[config.mk]
export PLATFORM = sky130hd
export DESIGN_NAME = nibble_dequant_dot_product
export DESIGN_NICKNAME = d
export VERILOG_FILES = /design/src/sv/ndq_pkg.sv /design/src/sv/nibble_dequant_dot_product.sv /design/src/sv/ndq_lane.sv /design/src/sv/ndq_merge.sv
export VERILOG_INCLUDE_DIRS = /design/src /design/src/sv
export SDC_FILE = /design/constraint.sdc
export NUM_CORES = 1
export LEC_CHECK = 0
export BUFFER_PORTS_ARGS = -buffer_cell sky130_fd_sc_hd__buf_2
export CORE_ASPECT_RATIO = 0.8
export CORE_MARGIN = 1
export CORE_UTILIZATION = 31
export DETAILED_ROUTE_END_ITERATION = 7
export GPL_TIMING_DRIVEN = 0
export SYNTH_ARGS = -nofsm -noshare
export SYNTH_HDL_FRONTEND = slang
export SYNTH_SLANG_ARGS = --single-unit
[constraint.sdc]
create_clock -name clk -period 8.3 [get_ports clk]
set_input_delay 0 -clock clk [delete_from_list [all_inputs] [get_ports clk]]
set_output_delay 0 -clock clk [all_outputs]
set_load 0.01 [all_outputs]
[src/sv/nibble_dequant_dot_product_assert.svh]
// ----------------------------------------------------------------------------
// Assertion macros for the nibble dequantizing dot product
// Concurrent assertion wrappers that compile to nothing when SYNTH is defined.
// ----------------------------------------------------------------------------
`ifndef NIBBLE_DEQUANT_DOT_PRODUCT_ASSERT_SVH
`define NIBBLE_DEQUANT_DOT_PRODUCT_ASSERT_SVH

`ifndef SYNTH
// Checked on every rising edge of clk while rst_n is high.
`define NDQ_ASSERT(label, prop, msg) \
    label: assert property (@(posedge clk) disable iff (!rst_n) prop) else $error(msg);
// Checked on every rising edge of clk, during reset as well.
`define NDQ_ASSERT_ALWAYS(label, prop, msg) \
    label: assert property (@(posedge clk) prop) else $error(msg);
`else
`define NDQ_ASSERT(label, prop, msg)
`define NDQ_ASSERT_ALWAYS(label, prop, msg)
`endif

`endif

[src/sv/ndq_pkg.sv]
`timescale 1ns / 1ps
// ----------------------------------------------------------------------------
// ndq_pkg
// Types and constants shared by the nibble dequantizing dot product.
// ----------------------------------------------------------------------------
package ndq_pkg;

    localparam int ACC_WIDTH     = 48;
    localparam int ACT_WIDTH     = 16;
    localparam int ROW_SUM_WIDTH = 48;
    localparam int NIB_WIDTH     = 4;
    localparam int SIX_WIDTH     = 6;
    // Dequantized weight is at most 15 * 64 + 64 = 1024.
    localparam int WGT_WIDTH     = 11;
    localparam int PROD_WIDTH    = ACT_WIDTH + WGT_WIDTH + 1;
    localparam int DELTA_WIDTH   = PROD_WIDTH + 1;

    typedef logic signed [ACT_WIDTH-1:0]  act_t;
    typedef logic [WGT_WIDTH-1:0]         wgt_t;
    typedef logic signed [PROD_WIDTH-1:0] prod_t;
    typedef logic signed [ACC_WIDTH-1:0]  acc_t;

    typedef struct packed {
        logic [7:0]        weight_byte;
        logic signed [15:0] act_first;
        logic signed [15:0] act_second;
        logic [7:0]        scale_byte;
        logic [7:0]        offset_byte;
        logic              row_end;
    } item_t;

    typedef struct packed {
        logic signed [ROW_SUM_WIDTH-1:0] row_sum;
        logic                            saturated;
    } result_t;

    // Stage enables handed to every lane.
    typedef struct packed {
        logic load_wgt;
        logic load_prod;
    } lane_ctl_t;

    // Control from the pipeline to the merging stage.
    typedef struct packed {
        logic take;
        logic row_end;
    } merge_ctl_t;

    // Status back from the merging stage.
    typedef struct packed {
        logic out_free;
    } merge_sts_t;

endpackage

[src/sv/nibble_dequant_dot_product.sv]
`timescale 1ns / 1ps
// ----------------------------------------------------------------------------
// nibble_dequant_dot_product
// Dequantizing 4-bit weight dot product with a saturating row accumulator.
// ----------------------------------------------------------------------------
// Input channel item_valid / item_stall / item_data carries one weight byte,
// the two activations for its nibbles and the block's scale and offset bytes.
// A word is taken at a clock edge where valid is high and stall is low.
// Two lanes dequantize and multiply the low and high nibble side by side; a
// merging stage adds both products into a saturating accumulator.
// One input word is accepted every cycle while the input does not stall; the
// rate is set by the single accumulator adder.
// On a word with row_end set, a result word (row sum and clip flag) appears
// on result_valid / result_stall / result_data once the word has passed the
// weight, product and output registers, and the accumulator is cleared.
// Reset empties the pipeline, clears the accumulator and the clip flag.
// While the receiver stalls, the result word holds; words without row_end
// keep flowing, and the input stalls only when a row end reaches the merge
// stage while the output word is still waiting.
// ----------------------------------------------------------------------------
module nibble_dequant_dot_product (
    input  logic             clk,
    input  logic             rst_n,
    input  logic             item_valid,
    output logic             item_stall,
    input  ndq_pkg::item_t   item_data,
    output logic             result_valid,
    input  logic             result_stall,
    output ndq_pkg::result_t result_data
);
    import ndq_pkg::*;

    lane_ctl_t  lane_ctl;
    merge_ctl_t merge_ctl;
    merge_sts_t merge_sts;
    prod_t      prod_low;
    prod_t      prod_high;

    logic s1_valid_reg;
    logic s1_end_reg;
    logic s2_valid_reg;
    logic s2_end_reg;
    logic s1_en;
    logic s2_en;
    logic take;
    logic accept;

    // The merge stage may take a word unless it ends a row and the output is blocked.
    assign take   = s2_valid_reg && (!s2_end_reg || merge_sts.out_free);
    assign s2_en  = !s2_valid_reg || take;
    assign s1_en  = !s1_valid_reg || s2_en;
    assign accept = item_valid && s1_en;

    assign item_stall = !s1_en;

    assign lane_ctl.load_wgt  = accept;
    assign lane_ctl.load_prod = s2_en && s1_valid_reg;

    assign merge_ctl.take    = take;
    assign merge_ctl.row_end = s2_end_reg;

    always_ff @(posedge clk or negedge rst_n)
    begin
        if (!rst_n)
        begin
            s1_valid_reg <= 1'b0;
            s1_end_reg   <= 1'b0;
            s2_valid_reg <= 1'b0;
            s2_end_reg   <= 1'b0;
        end
        else
        begin
            if (s1_en)
            begin
                s1_valid_reg <= accept;
                s1_end_reg   <= item_data.row_end;
            end
            if (s2_en)
            begin
                s2_valid_reg <= s1_valid_reg;
                s2_end_reg   <= s1_end_reg;
            end
        end
    end

    ndq_lane u_lane_low (
        .clk     (clk),
        .ctl     (lane_ctl),
        .nibble  (item_data.weight_byte[NIB_WIDTH-1:0]),
        .act     (item_data.act_first),
        .scale   (item_data.scale_byte[SIX_WIDTH-1:0]),
        .offset  (item_data.offset_byte[SIX_WIDTH-1:0]),
        .product (prod_low)
    );

    ndq_lane u_lane_high (
        .clk     (clk),
        .ctl     (lane_ctl),
        .nibble  (item_data.weight_byte[2*NIB_WIDTH-1:NIB_WIDTH]),
        .act     (item_data.act_second),
        .scale   (item_data.scale_byte[SIX_WIDTH-1:0]),
        .offset  (item_data.offset_byte[SIX_WIDTH-1:0]),
        .product (prod_high)
    );

    ndq_merge u_merge (
        .clk          (clk),
        .rst_n        (rst_n),
        .ctl          (merge_ctl),
        .prod_low     (prod_low),
        .prod_high    (prod_high),
        .sts          (merge_sts),
        .result_valid (result_valid),
        .result_stall (result_stall),
        .result_data  (result_data)
    );

endmodule

[src/sv/ndq_lane.sv]
`timescale 1ns / 1ps
// ----------------------------------------------------------------------------
// ndq_lane
// One nibble lane: dequantizes a 4-bit weight and multiplies it by its
// activation over two register stages.
// ----------------------------------------------------------------------------
module ndq_lane (
    input  logic                          clk,
    input  ndq_pkg::lane_ctl_t            ctl,
    input  logic [ndq_pkg::NIB_WIDTH-1:0] nibble,
    input  ndq_pkg::act_t                 act,
    input  logic [ndq_pkg::SIX_WIDTH-1:0] scale,
    input  logic [ndq_pkg::SIX_WIDTH-1:0] offset,
    output ndq_pkg::prod_t                product
);
    import ndq_pkg::*;

    logic [SIX_WIDTH:0] scale_p1;
    logic [SIX_WIDTH:0] offset_p1;
    wgt_t               wgt_next;
    wgt_t               wgt_reg;
    act_t               act_reg;
    prod_t              prod_next;
    prod_t              prod_reg;

    assign scale_p1  = {1'b0, scale} + 1'b1;
    assign offset_p1 = {1'b0, offset} + 1'b1;
    assign wgt_next  = WGT_WIDTH'(nibble) * WGT_WIDTH'(scale_p1) + WGT_WIDTH'(offset_p1);

    // The weight is non-negative, so it enters the signed multiply with a zero sign bit.
    assign prod_next = PROD_WIDTH'(act_reg) * PROD_WIDTH'($signed({1'b0, wgt_reg}));

    always_ff @(posedge clk)
    begin
        if (ctl.load_wgt)
        begin
            wgt_reg <= wgt_next;
            act_reg <= act;
        end
        if (ctl.load_prod)
        begin
            prod_reg <= prod_next;
        end
    end

    assign product = prod_reg;

endmodule

[src/sv/ndq_merge.sv]
`timescale 1ns / 1ps
// ----------------------------------------------------------------------------
// ndq_merge
// Adds the lane products, accumulates them with saturation and holds the
// finished row sum in the output register.
// ----------------------------------------------------------------------------
`include "nibble_dequant_dot_product_assert.svh"

module ndq_merge (
    input  logic                clk,
    input  logic                rst_n,
    input  ndq_pkg::merge_ctl_t ctl,
    input  ndq_pkg::prod_t      prod_low,
    input  ndq_pkg::prod_t      prod_high,
    output ndq_pkg::merge_sts_t sts,
    output logic                result_valid,
    input  logic                result_stall,
    output ndq_pkg::result_t    result_data
);
    import ndq_pkg::*;

    logic signed [DELTA_WIDTH-1:0] delta;
    logic signed [ACC_WIDTH:0]     sum_wide;
    logic                          overflow;
    acc_t                          acc_clip;
    acc_t                          acc_next;
    acc_t                          acc_reg;
    logic                          clip_next;
    logic                          clip_reg;
    logic                          valid_next;
    logic                          valid_reg;
    result_t                       data_reg;

    assign delta    = DELTA_WIDTH'(prod_low) + DELTA_WIDTH'(prod_high);
    assign sum_wide = (ACC_WIDTH + 1)'(acc_reg) + (ACC_WIDTH + 1)'(delta);
    // One extra bit is enough: the two top bits differ only on overflow.
    assign overflow = sum_wide[ACC_WIDTH] != sum_wide[ACC_WIDTH-1];
    assign acc_clip = sum_wide[ACC_WIDTH] ? {1'b1, {(ACC_WIDTH-1){1'b0}}}
                                          : {1'b0, {(ACC_WIDTH-1){1'b1}}};
    assign acc_next  = overflow ? acc_clip : sum_wide[ACC_WIDTH-1:0];
    assign clip_next = clip_reg | overflow;

    assign sts.out_free = !valid_reg || !result_stall;

    always_comb
    begin
        valid_next = valid_reg && result_stall;
        if (ctl.take && ctl.row_end)
        begin
            valid_next = 1'b1;
        end
    end

    always_ff @(posedge clk or negedge rst_n)
    begin
        if (!rst_n)
        begin
            acc_reg   <= '0;
            clip_reg  <= 1'b0;
            valid_reg <= 1'b0;
        end
        else
        begin
            valid_reg <= valid_next;
            if (ctl.take)
            begin
                if (ctl.row_end)
                begin
                    acc_reg  <= '0;
                    clip_reg <= 1'b0;
                end
                else
                begin
                    acc_reg  <= acc_next;
                    clip_reg <= clip_next;
                end
            end
        end
    end

    always_ff @(posedge clk)
    begin
        if (ctl.take && ctl.row_end)
        begin
            data_reg.row_sum   <= acc_next[ROW_SUM_WIDTH-1:0];
            data_reg.saturated <= clip_next;
        end
    end

    assign result_valid = valid_reg;
    assign result_data  = data_reg;

    `NDQ_ASSERT(a_row_end_free, ctl.take && ctl.row_end |-> sts.out_free, "row end taken while output word is blocked")
    `NDQ_ASSERT(a_row_end_emits, ctl.take && ctl.row_end |=> valid_reg, "row end did not produce an output word")
    `NDQ_ASSERT(a_row_end_clears, ctl.take && ctl.row_end |=> acc_reg == '0 && !clip_reg, "accumulator not cleared after row end")
    `NDQ_ASSERT(a_idle_holds, !ctl.take |=> $stable(acc_reg) && $stable(clip_reg), "accumulator changed without a word")
    `NDQ_ASSERT_ALWAYS(a_reset_empty, !rst_n |=> !valid_reg, "output word valid during reset")

endmodule
==> reports/metrics.cfg <==
[global_route]
grt_pass1_wl_mm=103
grt_pass1_vias=19100
antenna_found_initial=1
grt_max_degree=55
grt_overflow=0
grtUsageTotal_pct=14.9

[sta]
final-hold-violation-count=0
period_share_pct=84.9
fin_setup_tns_ns=0
fmaxAchievable_mhz=142
skew_ns=0.0432
setup_viol=0
slew_viol_final=0
final.setup.worst_slack_ns=1.25
fin_crit_ns=7.05
rsz0062_at_grt=no
relSlewSlack_pct=34.3
tightest_slew_ns=0.961
holdWs_ns=0.0333

[floorplanning]
die_w_microns=328
die_area_sq_um=85900
die_h_microns=262
rows=95
start_util_pct=31.3
ios=112
coreArea_sq_um=83900

[clock_network]
htreeDepth=1
clock_path_buffers=3
root_buffer=clkbuf_16
insertion_delay_ns=0.62
numCtsBuffers=28
cts_tree=built
clk_pin_slew_ns=0.06
clock-sinks=213

[yosys]
netlist_instances=2664
synth_seq_cells=213
synth.distinct_cells=77
muxShareOfSynthArea_pct=0.114
synth.largest_area_cell=fa_1
ys_seq_area_share_pct=23.3
ys.flop_type=edfxtp_1
syn_nets=3339
ys_async_sr_fraction_pct=25.4
synthTopCellsByCount=inv_1, fa_1, nand2_1
synthXorXnorAreaFrac_pct=3.97
syn_area_sq_um=26300
synth_most_common_cell=inv_1
yosys-top-cells-area=fa_1, edfxtp_1, ha_1
yosys_warnings=0
synth_top_area_share_pct=30.7
synthAdderAreaFrac_pct=41.6
synth_top_family_by_area=adder cells
synth_enable_flop_cells=159
avgSynthCellArea_sq_um=9.86
synthSimpleGateAreaFrac_pct=12.6
synth_compound_area_share_pct=9.50

[cells_and_area]
drive_above_1_share_pct=7.46
syn_to_final_growth_pct=13.4
largest_reg_flops=49
post-route-cell-area_sq_um=29800
fillers=8571
n_antenna_cell=0
final_nets=3523

[route]
ant_nets=0
wl_per_cell_microns=15.7
num_vias=18500
dr.first_iter.drc_count=1208
totalWireLength_mm=62.5
vias_per_cell=4.65
drc=0
dr.pass1.iters=7

[place]
numPortBuffers=107
dpl.hpwl_mm=52.2
dp_slack_ns=1.36
place_congestion=0.895
placed_cell_area_sq_um=28400

[worst_setup_path]
r2r_end=u_lane_low.product[27]
required_ns=8.67
cp_max_fo=10
rrSetupSlack_ns=1.25
r2r_cells=21
critPathKind=reg -> reg
startpoint_type=flop
critPathArrivalTime_ns=7.42
end_kind=flop
r2r-start=u_lane_low.wgt_reg[4]

[flow_run]
max_cap_violations=0

[status]
status=finished clean

[worst_hold_path]
worstHoldPathType=in -> async

==> worst max path at each step <==
stage          slack (ns)                  start  cells past startpoint                endpoint
3_5_place_dp         1.36  u_lane_low.wgt_reg[3]                     21  u_lane_low.product[27]
2_1_floorplan        2.44  u_lane_low.wgt_reg[3]                     21  u_lane_low.product[26]
3_3_place_gp         1.37  u_lane_low.wgt_reg[3]                     21  u_lane_low.product[27]
4_1_cts              1.34  u_lane_low.wgt_reg[3]                     21  u_lane_low.product[27]
5_1_grt              0.87  u_lane_low.wgt_reg[4]                     21  u_lane_low.product[27]
6_report             1.25  u_lane_low.wgt_reg[4]                     21  u_lane_low.product[27]
==> routing by layer <==
layer	wire [microns]	global-route usage (%)	up-vias
met3	3950	2.57	58
met5	0	0	-
li1	-	-	8844
met1	30700	22.2	9176
met4	1020	2.64	0
met2	26900	22.9	451
==> layout by cell type (no fill, tap or decap), drive strengths merged, types with 5 or more instances in the layout <==
cell and instances:
inv 523, fa 403, nand2 375, ha 211, edfxtp 159, and2 137, buf 135, a21oi 114
clkbuf 105, xnor2 81, o21ai 75, nor2 65, dfrtp 54, a21o 42, dlygate4sd3 41, xor2 38
nand3 27, nand2b 21, nor3 21, maj3 21, o21bai 18, nor2b 17, o21a 17, and3 14
nand4 12, a221o 11, o211ai 11, a22o 9, or3 9, a31oi 8, a211oi 8, clkinv 8
a2111oi 7, or2 6, a211o 5, bufinv 5
==> worst max-delay path, cell delays in order, from the launching register on <==
cell	delay (ns)
edfxtp_1	0.62
clkbuf_1	0.47
nand2_1	0.17
fa_1	0.47
fa_1	0.42
inv_1	0.08
fa_1	0.44
fa_1	0.57
inv_1	0.06
fa_1	0.48
inv_1	0.04
ha_1	0.36
o21a_1	0.14
o21ai_0	0.10
o31ai_1	0.37
o221ai_1	0.23
a2111oi_0	0.72
o31ai_1	0.22
a21oi_1	0.27
a21o_1	0.16
a21oi_1	0.07
xnor2_1	0.36
==> what timing repair did <==
item / 4_1_cts / 5_1_grt
hold buffers: 41 / 0
setup buffers: 0 / 0
endpoints found under the hold margin: 93 / 0
endpoints found under the setup margin: 0 / 0
resized for setup: 0 / 0
==> logic make-up after synthesis <==
| family | Yosys count |
|---|---|
| simple gates | 710 |
| mux | 3 |
| xor+xnor | 119 |
| compound gates | 370 |
| flops | 213 |
| fa+ha+maj | 635 |
| buf+inv | 614 |
==> per-stage QoR <==
stage	cells	util, %
final	3985	35.5
after global routing	3985	35.5
after CTS	3985	35.5
after detailed placement	3892	33.8
after global placement	3886	33.6
after floorplan	2664	-
==> cell type report <==
| type | count | area [sq um] | area share, % |
|---|---|---|---|
| buffer | 97 | 418 | 1.40 |
| clock buffer | 30 | 728 | 2.44 |
| clock inverter | 22 | 305 | 1.02 |
| inverter | 517 | 1940 | 6.51 |
| multi-input combinational | 1837 | 17800 | 59.7 |
| sequential | 213 | 6130 | 20.6 |
| tap | 1115 | 1400 | 4.68 |
| timing repair buffer | 154 | 1090 | 3.66 |
Power is not shown: default switching activity piles up to over one toggle a cycle in this logic, so the estimate is an artifact.
